### src/hdl/tkn_pkg.sv
`timescale 1ns / 1ps
// ----------------------------------------------------------------------------
// tkn_pkg
// Shared types, character codes and keyword tables for the expression
// tokeniser.
// ----------------------------------------------------------------------------
package tkn_pkg;

    // Default saturation limit for the token length.
    localparam int MAX_TOKEN_LEN_DEF = 255;

    // Character codes.
    localparam logic [7:0] CHR_NUL   = 8'h00;
    localparam logic [7:0] CHR_DOT   = 8'h2E; // '.'
    localparam logic [7:0] CHR_SEMI  = 8'h3B; // ';'
    localparam logic [7:0] CHR_EQ    = 8'h3D; // '='
    localparam logic [7:0] CHR_GT    = 8'h3E; // '>'
    localparam logic [7:0] CHR_LT    = 8'h3C; // '<'
    localparam logic [7:0] CHR_BANG  = 8'h21; // '!'
    localparam logic [7:0] CHR_AMP   = 8'h26; // '&'
    localparam logic [7:0] CHR_PIPE  = 8'h7C; // '|'
    localparam logic [7:0] CHR_PLUS  = 8'h2B; // '+'
    localparam logic [7:0] CHR_MINUS = 8'h2D; // '-'
    localparam logic [7:0] CHR_STAR  = 8'h2A; // '*'
    localparam logic [7:0] CHR_SLASH = 8'h2F; // '/'
    localparam logic [7:0] CHR_PCT   = 8'h25; // '%'

    // Token kind codes.
    localparam logic [2:0] KIND_IDENT   = 3'd0;
    localparam logic [2:0] KIND_KEYWORD = 3'd1;
    localparam logic [2:0] KIND_NUMBER  = 3'd2;
    localparam logic [2:0] KIND_OPER    = 3'd3;
    localparam logic [2:0] KIND_SEMI    = 3'd4;

    // Keyword identifiers.
    localparam logic [1:0] KW_INT    = 2'd0;
    localparam logic [1:0] KW_RETURN = 2'd1;
    localparam logic [1:0] KW_IF     = 2'd2;
    localparam logic [1:0] KW_ELSE   = 2'd3;

    localparam int KW_COUNT   = 4;
    localparam int KW_MAX_LEN = 6;

    // Keyword spellings, indexed by keyword identifier then character place.
    localparam logic [7:0] KW_TEXT [KW_COUNT][KW_MAX_LEN] = '{
        '{8'h69, 8'h6E, 8'h74, 8'h00, 8'h00, 8'h00},  // int
        '{8'h72, 8'h65, 8'h74, 8'h75, 8'h72, 8'h6E},  // return
        '{8'h69, 8'h66, 8'h00, 8'h00, 8'h00, 8'h00},  // if
        '{8'h65, 8'h6C, 8'h73, 8'h65, 8'h00, 8'h00}   // else
    };
    localparam logic [7:0] KW_LEN [KW_COUNT] = '{8'd3, 8'd6, 8'd2, 8'd4};

    // Scanner mode.
    typedef enum logic [1:0] {
        MODE_IDLE   = 2'd0,
        MODE_IDENT  = 2'd1,
        MODE_NUMBER = 2'd2,
        MODE_OPER   = 2'd3
    } t_scan_mode;

    // Scanner state carried from one byte to the next.
    typedef struct packed {
        t_scan_mode  mode;
        logic [15:0] start;
        logic [7:0]  run;
        logic [3:0]  mask;
        logic [7:0]  held;
        logic [15:0] pos;
    } t_scan_state;

    localparam t_scan_state SCAN_RESET = '{
        mode:  MODE_IDLE,
        start: 16'd0,
        run:   8'd0,
        mask:  4'hF,
        held:  8'd0,
        pos:   16'd0
    };

    // One reported token.
    typedef struct packed {
        logic [2:0]  kind;
        logic [1:0]  kwid;
        logic [7:0]  op_first;
        logic [7:0]  op_second;
        logic [15:0] start;
        logic [7:0]  length;
    } t_token;

    // The tokens caused by one input byte.
    typedef struct packed {
        logic [1:0] count;
        t_token     first;
        t_token     second;
    } t_step_result;

    function automatic logic is_letter(logic [7:0] c);
        return (c >= 8'h61 && c <= 8'h7A) || (c >= 8'h41 && c <= 8'h5A);
    endfunction

    function automatic logic is_digit(logic [7:0] c);
        return c >= 8'h30 && c <= 8'h39;
    endfunction

    function automatic logic is_operator(logic [7:0] c);
        return c == CHR_EQ || c == CHR_GT || c == CHR_LT || c == CHR_BANG ||
               c == CHR_AMP || c == CHR_PIPE || c == CHR_PLUS ||
               c == CHR_MINUS || c == CHR_STAR || c == CHR_SLASH ||
               c == CHR_PCT;
    endfunction

    function automatic logic pairs_with(logic [7:0] first, logic [7:0] second);
        return ((first == CHR_GT || first == CHR_LT || first == CHR_BANG) &&
                second == CHR_EQ) ||
               (first == CHR_AMP && second == CHR_AMP) ||
               (first == CHR_PIPE && second == CHR_PIPE);
    endfunction

    // Keeps those keyword candidates whose character at place k equals c.
    function automatic logic [3:0] narrow_mask(logic [3:0] mask, logic [7:0] k,
                                               logic [7:0] c);
        logic [3:0] res;
        res = '0;
        for (int b = 0; b < KW_COUNT; b++) begin
            if (mask[b] && (k < KW_LEN[b])) begin
                if (KW_TEXT[b][k[2:0]] == c) begin
                    res[b] = 1'b1;
                end
            end
        end
        return res;
    endfunction

endpackage

### src/hdl/tkn_if.sv
`timescale 1ns / 1ps
// ----------------------------------------------------------------------------
// tkn_if
// Valid/ready channels of the tokeniser: text bytes in, tokens out.
// ----------------------------------------------------------------------------
interface tkn_in_if;
    logic       valid;
    logic       ready;
    logic [7:0] char_code;

    modport source (output valid, output char_code, input ready);
    modport sink   (input valid, input char_code, output ready);
endinterface

interface tkn_out_if;
    logic        valid;
    logic        ready;
    logic [2:0]  token_kind;
    logic [1:0]  keyword_id;
    logic [7:0]  op_first;
    logic [7:0]  op_second;
    logic [15:0] token_start;
    logic [7:0]  token_length;
    logic        last_of_run;

    modport source (output valid, output token_kind, output keyword_id,
                    output op_first, output op_second, output token_start,
                    output token_length, output last_of_run, input ready);
    modport sink   (input valid, input token_kind, input keyword_id,
                    input op_first, input op_second, input token_start,
                    input token_length, input last_of_run, output ready);
endinterface

### src/hdl/tkn_step.sv
`timescale 1ns / 1ps
// ----------------------------------------------------------------------------
// tkn_step
// Classifies one text byte against the scanner state and gives the next
// state together with the zero, one or two tokens that the byte closes.
// ----------------------------------------------------------------------------
module tkn_step
    import tkn_pkg::*;
#(
    parameter int MAX_TOKEN_LEN = MAX_TOKEN_LEN_DEF
) (
    input  t_scan_state  i_state,
    input  logic [7:0]   i_char,
    output t_scan_state  o_state,
    output t_step_result o_result
);

    logic [7:0] w_run_grown;
    logic       w_close_vld;
    t_token     w_close_tok;
    t_token     w_pair_tok;
    t_token     w_semi_tok;
    logic [3:0] w_kw_hit;
    logic       w_emit_close;
    logic       w_emit_pair;
    logic       w_emit_semi;
    logic       w_consumed;

    // Saturating growth of the open run length.
    assign w_run_grown = (i_state.run < 8'(MAX_TOKEN_LEN)) ?
                         i_state.run + 8'd1 : i_state.run;

    // Keywords that still match and have exactly the run's length.
    always_comb begin
        for (int b = 0; b < KW_COUNT; b++) begin
            w_kw_hit[b] = i_state.mask[b] && (KW_LEN[b] == i_state.run);
        end
    end

    // The token that the open run would give if it closed now.
    always_comb begin
        w_close_tok       = '0;
        w_close_tok.start = i_state.start;
        w_close_vld       = 1'b0;
        unique case (i_state.mode)
            MODE_IDENT: begin
                w_close_vld        = 1'b1;
                w_close_tok.kind   = (w_kw_hit != '0) ? KIND_KEYWORD : KIND_IDENT;
                w_close_tok.length = i_state.run;
                for (int b = 0; b < KW_COUNT; b++) begin
                    if (w_kw_hit[b]) begin
                        w_close_tok.kwid = 2'(b);
                    end
                end
            end
            MODE_NUMBER: begin
                w_close_vld        = 1'b1;
                w_close_tok.kind   = KIND_NUMBER;
                w_close_tok.length = i_state.run;
            end
            MODE_OPER: begin
                w_close_vld          = 1'b1;
                w_close_tok.kind     = KIND_OPER;
                w_close_tok.op_first = i_state.held;
                w_close_tok.length   = 8'd1;
            end
            default: begin
                w_close_vld = 1'b0;
            end
        endcase
    end

    // Two-character operator and semicolon tokens.
    always_comb begin
        w_pair_tok           = '0;
        w_pair_tok.kind      = KIND_OPER;
        w_pair_tok.op_first  = i_state.held;
        w_pair_tok.op_second = i_char;
        w_pair_tok.start     = i_state.start;
        w_pair_tok.length    = 8'd2;

        w_semi_tok        = '0;
        w_semi_tok.kind   = KIND_SEMI;
        w_semi_tok.start  = i_state.pos;
        w_semi_tok.length = 8'd1;
    end

    // Next state and the choice of tokens to report.
    always_comb begin
        o_state      = i_state;
        w_emit_close = 1'b0;
        w_emit_pair  = 1'b0;
        w_emit_semi  = 1'b0;
        w_consumed   = 1'b0;

        if (i_char == CHR_NUL) begin
            // End of text: flush the open token and start over.
            w_emit_close = w_close_vld;
            o_state      = SCAN_RESET;
        end else begin
            unique case (i_state.mode)
                MODE_OPER: begin
                    if (pairs_with(i_state.held, i_char)) begin
                        w_emit_pair  = 1'b1;
                        w_consumed   = 1'b1;
                        o_state.mode = MODE_IDLE;
                        o_state.held = 8'd0;
                        o_state.run  = 8'd0;
                    end else begin
                        w_emit_close = 1'b1;
                    end
                end
                MODE_IDENT: begin
                    if (is_letter(i_char)) begin
                        w_consumed   = 1'b1;
                        o_state.mask = narrow_mask(i_state.mask, i_state.run, i_char);
                        o_state.run  = w_run_grown;
                    end else begin
                        w_emit_close = 1'b1;
                    end
                end
                MODE_NUMBER: begin
                    if (is_digit(i_char) || i_char == CHR_DOT) begin
                        w_consumed  = 1'b1;
                        o_state.run = w_run_grown;
                    end else begin
                        w_emit_close = 1'b1;
                    end
                end
                default: begin
                    w_consumed = 1'b0;
                end
            endcase

            // A byte not taken by the open run is classified afresh.
            if (!w_consumed) begin
                o_state.mode = MODE_IDLE;
                o_state.run  = 8'd0;
                o_state.mask = 4'hF;
                o_state.held = 8'd0;
                if (is_letter(i_char)) begin
                    o_state.mode  = MODE_IDENT;
                    o_state.start = i_state.pos;
                    o_state.run   = 8'd1;
                    o_state.mask  = narrow_mask(4'hF, 8'd0, i_char);
                end else if (is_digit(i_char)) begin
                    o_state.mode  = MODE_NUMBER;
                    o_state.start = i_state.pos;
                    o_state.run   = 8'd1;
                end else if (is_operator(i_char)) begin
                    o_state.mode  = MODE_OPER;
                    o_state.start = i_state.pos;
                    o_state.run   = 8'd1;
                    o_state.held  = i_char;
                end else if (i_char == CHR_SEMI) begin
                    w_emit_semi = 1'b1;
                end
            end

            o_state.pos = i_state.pos + 16'd1;
        end
    end

    // Order the reported tokens: a closed token always comes first.
    always_comb begin
        o_result = '0;
        if (w_emit_pair) begin
            o_result.count = 2'd1;
            o_result.first = w_pair_tok;
        end else if (w_emit_close && w_emit_semi) begin
            o_result.count  = 2'd2;
            o_result.first  = w_close_tok;
            o_result.second = w_semi_tok;
        end else if (w_emit_close) begin
            o_result.count = 2'd1;
            o_result.first = w_close_tok;
        end else if (w_emit_semi) begin
            o_result.count = 2'd1;
            o_result.first = w_semi_tok;
        end
    end

endmodule

### src/hdl/tkn_out_queue.sv
`timescale 1ns / 1ps
// ----------------------------------------------------------------------------
// tkn_out_queue
// Two-record result queue. Each record holds the one or two tokens of a
// single input byte; the output side hands them out one transaction at a
// time and flags the last token of each record.
// ----------------------------------------------------------------------------
module tkn_out_queue
    import tkn_pkg::*;
(
    input  logic             i_clk,
    input  logic             i_rst_n,
    input  logic             i_push,
    input  t_step_result     i_result,
    output logic             o_can_push,
    tkn_out_if.source        o_out
);

    t_step_result r_rec [2];
    logic         r_wr_ptr;
    logic         r_rd_ptr;
    logic         r_sub;
    logic [1:0]   r_count;
    logic         n_sub;
    logic [1:0]   n_count;

    t_step_result w_head;
    t_token       w_tok;
    logic         w_last;
    logic         w_pop_tok;
    logic         w_pop_rec;

    // Head record and the token within it that is on offer.
    assign w_head    = r_rec[r_rd_ptr];
    assign w_tok     = r_sub ? w_head.second : w_head.first;
    assign w_last    = (w_head.count != 2'd2) || r_sub;
    assign w_pop_tok = o_out.valid && o_out.ready;
    assign w_pop_rec = w_pop_tok && w_last;

    assign o_can_push = (r_count != 2'd2);

    // Output payload.
    assign o_out.valid        = (r_count != 2'd0);
    assign o_out.token_kind   = w_tok.kind;
    assign o_out.keyword_id   = w_tok.kwid;
    assign o_out.op_first     = w_tok.op_first;
    assign o_out.op_second    = w_tok.op_second;
    assign o_out.token_start  = w_tok.start;
    assign o_out.token_length = w_tok.length;
    assign o_out.last_of_run  = w_last;

    // Occupancy and position within the head record.
    always_comb begin
        n_count = r_count + {1'b0, i_push} - {1'b0, w_pop_rec};
        n_sub   = r_sub;
        if (w_pop_rec) begin
            n_sub = 1'b0;
        end else if (w_pop_tok) begin
            n_sub = 1'b1;
        end
    end

    // Control registers.
    always_ff @(posedge i_clk) begin
        if (!i_rst_n) begin
            r_count  <= 2'd0;
            r_sub    <= 1'b0;
            r_wr_ptr <= 1'b0;
            r_rd_ptr <= 1'b0;
        end else begin
            r_count <= n_count;
            r_sub   <= n_sub;
            if (i_push) begin
                r_wr_ptr <= ~r_wr_ptr;
            end
            if (w_pop_rec) begin
                r_rd_ptr <= ~r_rd_ptr;
            end
        end
    end

    // Record storage.
    always_ff @(posedge i_clk) begin
        if (i_push) begin
            r_rec[r_wr_ptr] <= i_result;
        end
    end

    // The queue never holds more than two records.
    a_count_bound: assert property (@(posedge i_clk) disable iff (!i_rst_n)
        r_count <= 2'd2)
        else $error("result queue occupancy beyond two records");

    // A record is never written while the queue is full.
    a_no_overflow: assert property (@(posedge i_clk) disable iff (!i_rst_n)
        i_push |-> (r_count != 2'd2))
        else $error("result record pushed into a full queue");

    // Taking the first of two tokens leaves the second on offer.
    a_second_follows: assert property (@(posedge i_clk) disable iff (!i_rst_n)
        (w_pop_tok && !w_last) |=> (o_out.valid && r_sub))
        else $error("second token of a record not presented");

endmodule

### src/hdl/expression_tokenizer_core.sv
`timescale 1ns / 1ps
// ----------------------------------------------------------------------------
// expression_tokenizer_core
// Streaming lexical analyser: one text byte per transaction in, one token
// per transaction out (identifiers, keywords, numbers, operators and
// semicolons).
//
//   Channel | Dir | Payload                                        | Per transaction
//   --------+-----+------------------------------------------------+----------------
//   i_in    | in  | char_code                                      | one text byte
//   o_out   | out | token_kind, keyword_id, op_first, op_second,   | one token
//           |     | token_start, token_length, last_of_run         |
//
// A byte is classified in the cycle it is accepted; its tokens are registered in the
// result queue and offered on o_out after any earlier records there.
// One byte is taken every cycle while each byte gives at most one token and o_out
// is ready; a byte that gives two tokens occupies the output for two transactions.
// i_in.ready is low only while the two-record result queue is full, which
// happens when o_out stalls or when bytes that give two tokens arrive close
// together.
// Reset is synchronous and returns the scanner and the queue to empty.
// ----------------------------------------------------------------------------
module expression_tokenizer_core
    import tkn_pkg::*;
#(
    parameter int MAX_TOKEN_LEN = MAX_TOKEN_LEN_DEF
) (
    input  logic        i_clk,
    input  logic        i_rst_n,
    tkn_in_if.sink      i_in,
    tkn_out_if.source   o_out
);

    t_scan_state  r_state;
    t_scan_state  n_state;
    t_step_result w_result;
    logic         w_can_push;
    logic         w_accept;

    assign i_in.ready = w_can_push;
    assign w_accept   = i_in.valid && w_can_push;

    // Byte classification.
    tkn_step #(
        .MAX_TOKEN_LEN (MAX_TOKEN_LEN)
    ) u_step (
        .i_state  (r_state),
        .i_char   (i_in.char_code),
        .o_state  (n_state),
        .o_result (w_result)
    );

    // Scanner state register.
    always_ff @(posedge i_clk) begin
        if (!i_rst_n) begin
            r_state <= SCAN_RESET;
        end else if (w_accept) begin
            r_state <= n_state;
        end
    end

    // Result queue.
    tkn_out_queue u_queue (
        .i_clk      (i_clk),
        .i_rst_n    (i_rst_n),
        .i_push     (w_accept && (w_result.count != 2'd0)),
        .i_result   (w_result),
        .o_can_push (w_can_push),
        .o_out      (o_out)
    );

    // A NUL byte returns the scanner to its starting position.
    a_nul_restarts: assert property (@(posedge i_clk) disable iff (!i_rst_n)
        (w_accept && i_in.char_code == CHR_NUL) |=>
            (r_state.mode == MODE_IDLE && r_state.pos == 16'd0))
        else $error("scanner not restarted after NUL");

    // With no token open there is no run length and no held operator.
    a_idle_clean: assert property (@(posedge i_clk) disable iff (!i_rst_n)
        (r_state.mode == MODE_IDLE) |-> (r_state.run == 8'd0 && r_state.held == 8'd0))
        else $error("idle scanner holds stale token state");

endmodule
### src/flat_wrapper.sv
// flat-port wrapper written by rule: the top's interface ports become plain ports
module expression_tokenizer_core_flat import tkn_pkg::*;
#(
    parameter int MAX_TOKEN_LEN = MAX_TOKEN_LEN_DEF
)
  (i_clk, i_rst_n, i_in_valid, i_in_char_code, i_in_ready, o_out_valid, o_out_token_kind, o_out_keyword_id, o_out_op_first, o_out_op_second, o_out_token_start, o_out_token_length, o_out_last_of_run, o_out_ready);
  tkn_in_if i_in_i ();
  tkn_out_if o_out_i ();
  input  logic i_clk;
  input  logic i_rst_n;
  input wire logic [$bits(i_in_i.valid)-1:0] i_in_valid;
  input wire logic [$bits(i_in_i.char_code)-1:0] i_in_char_code;
  output wire logic [$bits(i_in_i.ready)-1:0] i_in_ready;
  output wire logic [$bits(o_out_i.valid)-1:0] o_out_valid;
  output wire logic [$bits(o_out_i.token_kind)-1:0] o_out_token_kind;
  output wire logic [$bits(o_out_i.keyword_id)-1:0] o_out_keyword_id;
  output wire logic [$bits(o_out_i.op_first)-1:0] o_out_op_first;
  output wire logic [$bits(o_out_i.op_second)-1:0] o_out_op_second;
  output wire logic [$bits(o_out_i.token_start)-1:0] o_out_token_start;
  output wire logic [$bits(o_out_i.token_length)-1:0] o_out_token_length;
  output wire logic [$bits(o_out_i.last_of_run)-1:0] o_out_last_of_run;
  input wire logic [$bits(o_out_i.ready)-1:0] o_out_ready;
  assign i_in_i.valid = i_in_valid;
  assign i_in_i.char_code = i_in_char_code;
  assign i_in_ready = i_in_i.ready;
  assign o_out_valid = o_out_i.valid;
  assign o_out_token_kind = o_out_i.token_kind;
  assign o_out_keyword_id = o_out_i.keyword_id;
  assign o_out_op_first = o_out_i.op_first;
  assign o_out_op_second = o_out_i.op_second;
  assign o_out_token_start = o_out_i.token_start;
  assign o_out_token_length = o_out_i.token_length;
  assign o_out_last_of_run = o_out_i.last_of_run;
  assign o_out_i.ready = o_out_ready;
  expression_tokenizer_core #(.MAX_TOKEN_LEN(MAX_TOKEN_LEN)) u_core (.i_clk(i_clk), .i_rst_n(i_rst_n), .i_in(i_in_i), .o_out(o_out_i));
endmodule
### config.mk
export PLATFORM = sky130hd
export DESIGN_NAME = expression_tokenizer_core_flat
export DESIGN_NICKNAME = d
export VERILOG_FILES = /design/src/hdl/tkn_pkg.sv /design/src/hdl/tkn_if.sv /design/src/hdl/tkn_step.sv /design/src/hdl/tkn_out_queue.sv /design/src/hdl/expression_tokenizer_core.sv /design/src/flat_wrapper.sv
export SDC_FILE = /design/constraint.sdc
export NUM_CORES = 1
export LEC_CHECK = 0
export BUFFER_PORTS_ARGS = -buffer_cell sky130_fd_sc_hd__buf_4
export CORE_MARGIN = 2
export CORE_UTILIZATION = 55
export DETAILED_ROUTE_END_ITERATION = 12
export GPL_ROUTABILITY_DRIVEN = 0
export PLACE_DENSITY = 0.74
export SETUP_SLACK_MARGIN = 0.5
export SLEW_MARGIN = 20
export SYNTH_ARGS = -nofsm -noshare
export SYNTH_HDL_FRONTEND = slang
export SYNTH_SLANG_ARGS = --single-unit
### constraint.sdc
create_clock -name i_clk -period 9.85 [get_ports i_clk]
set_input_delay 1.97 -clock i_clk [delete_from_list [all_inputs] [get_ports i_clk]]
set_output_delay 1.97 -clock i_clk [all_outputs]
set_load 0.005 [all_outputs]
-- After elaboration in Yosys (flattened, before gate mapping)
Memories as Yosys holds them, arrays and structs flattened. A register that Yosys moved wholly into a read port is not among the register bits.
Cells that the tools add are included.
- register bits after elaboration: 59
- memory bits (writable): 184
- memory bits (read-only): 256
- input port bits: 12
- output and inout bits: 48
- word-level logic and storage cells: 201
- memories: 5
- memories (name ; depth ; bits a word ; read ports ; clocked after memory_dff ; write ports ; RTL line ; source):
    u_core.u_queue.r_rec ; 2 ; 92 ; 1 ; 1 ; 1 ; tkn_out_queue.sv:19 ; t_step_result r_rec [2];
    (no name shown) ; 8 ; 8 ; 1 ; 0 ; 0 ; tkn_pkg.sv:126 ; if (KW_TEXT[b][k[2:0]] == c) begin
    (no name shown) ; 8 ; 8 ; 1 ; 0 ; 0 ; tkn_pkg.sv:126 ;
    (no name shown) ; 8 ; 8 ; 1 ; 0 ; 0 ; tkn_pkg.sv:126 ;
    (no name shown) ; 8 ; 8 ; 1 ; 0 ; 0 ; tkn_pkg.sv:126 ;
- add/sub/neg operators: 4
- magnitude comparators: 12
- eq/ne operators: 43
- multiplexer cells: 75
- bitwise operators: 4
- reduce and logical (&&, ||, !) cells: 48
- operators by type and width (cell ; number):
    two-way mux 47 bit ; 3
    two-way mux 45 bit ; 3
    == test 8 x 6 -> 1 bit (second input constant) ; 16
    two-way mux 8 bit ; 16
    two-way mux 26 bit ; 3
    two-way mux 54 bit ; 1
    two-way mux 46 bit ; 1
    two-way mux 38 bit ; 1
    two-way mux 1 bit ; 34
    == test 8 bit ; 4
    == test 7 x 8 -> 1 bit (first input constant) ; 3
    one-hot mux 8 bit (3 select lines) ; 1
    logical AND 1 bit ; 19
    logical OR 1 bit ; 17
    adder 16 x 1 -> 16 bit (second input constant) ; 1
    == test 2 x 8 -> 1 bit (first input constant) ; 2
    == test 3 x 8 -> 1 bit (first input constant) ; 2
    == test 8 x 7 -> 1 bit (second input constant) ; 2
    >= comparator 8 x 7 -> 1 bit (second input constant) ; 2
    <= comparator 8 x 7 -> 1 bit (second input constant) ; 2
    < comparator 8 x 2 -> 1 bit (second input constant) ; 2
    < comparator 8 x 3 -> 1 bit (second input constant) ; 2
    one-hot mux 8 bit (2 select lines) ; 1
    two-way mux 12 bit ; 1
    26 further kinds ; 47

-- Logic depth before layout (Yosys ltp)
- depth after elaboration: 24
- depth in mapped cells: 13
- mapped depth without buffers: 13

-- Modules after synthesis
A second synthesis with hierarchy kept.
- cell total of the unflattened synthesis: 1022
- area total of the unflattened synthesis: 12605.8 sq um
- modules (own cells, without submodules) (module ; instances ; cells each ; area each (sq um) ; seq. area each (sq um)):
    tkn_out_queue ; 1 ; 271 ; 7006.7 ; 5645.4
    tkn_step ; 1 ; 503 ; 3263.1 ; 0.0
    expression_tokenizer_core ; 1 ; 248 ; 2336.0 ; 1081.0

-- Worst setup path before layout
Ideal clock, no wire load.
- path kind: input to register
- start point: input port i_in_char_code[5]
- end point: memory u_core.u_queue.r_rec[0][10] (netlist bit) (enable)
- library setup time: 0.492 ns
- data arrival time: 6.905 ns
- data required time: 9.358 ns
- setup slack: 2.453 ns
- stages on the path: 10
- path buffers: 1
- cells stage by stage: buf_4 or4b_4 or3_1 o31a_1 nand3_1 a21oi_1 inv_1 ha_1 a31oi_2 nor2b_1
- longest elaborated chain between the ends: 24
- elaborated cells on any way between the ends: 67
- ends and longest elaborated chain (item ; RTL line ; source):
    from (decl) ; flat_wrapper.sv:12 ; input wire logic [$bits(i_in_i.char_code)-1:0] i_in_char_code;
    == test 8 x 6 -> 1 bit (on tied branches) ; tkn_pkg.sv:106, tkn_pkg.sv:114 ;
    logical OR 1 bit (4 in a row) ; tkn_pkg.sv:106 ; return c == CHR_EQ || c == CHR_GT || c == CHR_LT || c == CHR_BANG ||
    logical OR 1 bit (3 in a row) ; tkn_pkg.sv:107 ; c == CHR_AMP || c == CHR_PIPE || c == CHR_PLUS ||
    logical OR 1 bit (3 in a row) ; tkn_pkg.sv:108 ; c == CHR_MINUS || c == CHR_STAR || c == CHR_SLASH ||
    two-way mux 1 bit ; tkn_step.sv:150 ; end else if (is_operator(i_char)) begin
    two-way mux 1 bit ; tkn_step.sv:146 ; end else if (is_digit(i_char)) begin
    two-way mux 1 bit ; tkn_step.sv:141 ; if (is_letter(i_char)) begin
    two-way mux 1 bit ; tkn_step.sv:136 ; if (!w_consumed) begin
    two-way mux 1 bit ; tkn_step.sv:96 ; if (i_char == CHR_NUL) begin
    two-way mux 46 bit ; tkn_step.sv:177 ; end else if (w_emit_semi) begin
    two-way mux 47 bit ; tkn_step.sv:174 ; end else if (w_emit_close) begin
    two-way mux 47 bit ; tkn_step.sv:170 ; end else if (w_emit_close && w_emit_semi) begin
    two-way mux 47 bit (*) ; tkn_step.sv:167 ; if (w_emit_pair) begin
    nonzero test 2 bit (*) ; expression_tokenizer_core.sv:66 ; .i_push (w_accept && (w_result.count != 2'd0)),
    logical AND 1 bit (*) ; expression_tokenizer_core.sv:66 ;
    two-way mux 1 bit (*) ; tkn_out_queue.sv:84 ; if (i_push) begin
    two-way mux 1 bit (implied by the code) (*) ; tkn_out_queue.sv:85 ; r_rec[r_wr_ptr] <= i_result;
    to (decl) ; tkn_out_queue.sv:19 ;
Every way passes the cells marked *; elsewhere a longest branch is shown, timed or not. The select of a mux whose other input is x is not followed.

-- Worst setup path in the final report
- start point: input port i_in_char_code[6]
- end point: memory u_core.u_queue.r_rec[1][81] (netlist bit) (enable)
Same word-level chain as after synthesis.

==> key figures <==
Floorplan
  – Die W: ~130 µm
  – Full die area: 17,200 µm²
  – Starting Density: a little under three fifths
  – Boundary Pins: 60
  – Standard-cell row count: 46
  – Die Y: 131 µm
  – CORE AREA: 15,800 µm²

Synth
  – Count leader, synth: edfxtp_1
  – Top post-synthesis cells by count: edfxtp_1, nand2_1, nor2_1, dfxtp_1, o21ai_0
  – Dominant cell type by area after synthesis: edfxtp_1
  – Predominant post-synthesis flop cell: edfxtp_1
  – Cell area after synthesis: just under 9000 µm²
  – Ys Warns: 0
  – Flops & latches, synth: ~190
  – Yosys top cell area share: 42.6%
  – EDFF count, synth: 126
  – Post-Synthesis Cells: 787
  – Asr flop ratio synth: 0%
  – Area contributors post-synth: edfxtp_1, dfxtp_1, mux4_2, mux2i_1, nand2_1
  – Avg Inst Size Synth: ~11 µm²
  – Synth cell types: between 60 and 70
  – Seq/Total Area, Yosys: about 56%

CTS
  – Clock Pin Slew Worst Setup and Hold Paths: roughly 70 ps
  – Setup Buffers After CTS: 0
  – Worst-Skew Late Latency: between 400 and 500 ps
  – Clock Root Buffer: clkbuf_16
  – Clock Path Buffers: 2
  – Cts bufs inserted: 17
  – Num Clock Sinks: approximately 190
  – Cts repair resizes: 0
  – H-tree levels: 4
  – CTS tree: yes
  – Quantity of hold-fixing buffers added after cts: 0

Global routing
  – Number of antenna violations at the first check in global routing: 0
  – Routing usage on met2: 36.8%
  – Gr usage total: a little under a quarter
  – Gr busiest metal: met2
  – GR Overflow Total: 0
  – First-pass GRT wire length: between 30 and 40 mm
  – Vias in the first global route: 5,977
  – Routing usage on met1: 34.0%
  – GR Layer Usage met3: under 10%
  – Pin count of the biggest net entering global routing: between 60 and 70

Drt
  – Router iterations before antenna repair: 5
  – Routed Antenna Nets: 0
  – Via count: 6,421
  – Post-DR vias/cell: 6.10
  – Iter 0 DRT Violations: ~680
  – Drc violations: 0
  – Total routed wirelength: between 15 and 20 mm
  – Wire per inst: 18.9 µm

Worst setup path
  – Data required, critical path: 9910 ps
  – Worst setup SP type: primary input
  – Crit-path max FO: 43
  – WS Path Type: primary input to flop
  – Setup crit end kind: flop
  – Arrival time worst endpoint: 5690 ps

Final layout
  – Final nets: 852
  – Ant diodes: 0
  – Fin cells: 1,053
  – Layout cell share with drive strength beyond 1: around 15%
  – Area grow syn2layout: 13.0%
  – Final instance area: 10,000 µm²

STA
  – Hold_ws: around 480 ps
  – Final setup margin: 4220 ps
  – Slew Viols, Final: 0
  – Final period utilization: about 57%
  – Clk_skew: between 10 and 15 ps
  – Pin slew with the least headroom to its limit: between 1000 and 1500 ps
  – Final setup fails: 0
  – Post-route minimum period: between 5000 and 6000 ps
  – RSZ-0062 raised after global routing: no
  – Slew Limit Headroom: 27.8%
  – Setup TNS: 0 ps
  – Hold Vio Cnt, Final: 0
  – F_max: 0.178 GHz

Placement
  – Placed instance area: 9470 µm²
  – Pre-CTS setup slack: 3780 ps
  – Placed insts: ~1.0k
  – Final HPWL DP: roughly 14 mm
  – Port buffer count: just under 60

Pwr
  – Leak: between 0.003 and 0.004 µW
  – Sw Ratio: between 20% and 30%
  – Internal: approximately 1200 µW
  – Seq pwr share: a little over half
  – Combinational Power Share: 4.4%
  – Peak supply drop: 0.116 mV
  – Pwr dens: 154 nW/µm²
  – Clk network pwr share: 41.7%
  – P_sw: 337 µW

Job
  – Max cap viols: 0

Worst hold path
  – Worst hold path type: flop to flop

Outcome
  – Status: finished clean
-- power by group through the flow --
stage                     registers [µW]  clock network (µW)  logic, µW
after floorplan                      848                   0       47.0
after global placement               850                   0       63.6
after detailed placement             850                   0       65.4
after CTS                            833                 657       65.8
after global routing                 833                 683       73.2
final                                833                 645       67.5
-- area by class of cell --
class	instances	area, µm²
clock buffers	20	447
inverters	18	67.6
flip-flops and latches	186	4990
well taps	216	270
fillers	1219	5790
clock inverters	12	114
repair buffers	66	495
multi-input cells	535	3650
-- per-layer routing --
metal	vias up	wire [µm]	part of all wire, %
li1	3020	-	-
met1	3089	9060	46
met2	265	9110	46
met3	47	1270	6.4
met4	0	446	2.2
met5	-	0	0
-- registers in the layout, summed over array words and instances, names as in the netlist, named ones only --
| signal | count |
|---|---|
| u_core.u_queue.r_rec | 126 |
| u_core.u_queue.r_sub | 1 |
| u_core.u_queue.r_count | 2 |
| u_core.u_queue.r_wr_ptr | 1 |
| u_core.u_queue.r_rd_ptr | 1 |
| u_core.r_state | 54 |
-- cells by family (layout without fill, tap and decap cells) --
| kind of cell | Yosys count | after routing | share of synthesized area [%] |
|---|---|---|---|
| AND/OR/NAND/NOR | 299 | 299 | 17.6 |
| flip-flops | 186 | 186 | 56.2 |
| AO/OA/AOI/OAI | 147 | 147 | 10.9 |
| buffers and inverters | 67 | 116 | 2.93 |
| multiplexers | 45 | 45 | 7.61 |
| XOR/XNOR | 26 | 26 | 2.57 |
| adder cells (fa/ha/maj) | 16 | 16 | 2.26 |
| other | 1 | 2 | 0.0422 |
-- final timing paths --
kind / start / to / slack (ps) / depth (start not counted)
worst min register to register: u_core.r_state[40] / u_core.r_state[40] / 480 / 2
worst max register to register: u_core.r_state[52] / u_core.u_queue.r_rec[1][80] / 5820 / 8
worst min-delay path: u_core.r_state[40] / u_core.r_state[40] / 480 / 2
worst max-delay path: i_in_char_code[6] / u_core.u_queue.r_rec[1][81] / 4220 / 8
-- critical path, stage by stage --
cell and delay (ps):
buf_4 160, nand4bb_1 400, nor3_2 970, ha_1 660
inv_1 180, a31oi_2 270, and2_2 510, buf_4 560
-- layout by cell type (no fill, tap or decap), types with 24 or more instances in the layout --
| cell type | netlist | layout |
|---|---|---|
| nand2_1 | 69 | 69 |
| and3_1 | 26 | 26 |
| edfxtp_1 | 126 | 126 |
| o21ai_0 | 44 | 44 |
| a21oi_1 | 33 | 33 |
| nor2_1 | 65 | 65 |
| nand4_1 | 24 | 24 |
| dfxtp_1 | 60 | 59 |
| mux2i_1 | 27 | 27 |
| buf_4 | 1 | 66 |
| nand3_1 | 25 | 25 |
-- metrics by stage --
step	total power (µW)	util [%]
CTS	1560	63.4
floorplan	895	-
global placement	914	59.8
detailed placement	916	59.8
global route	1590	63.4
finish	1550	63.4
(Power assumes the default switching activity.)
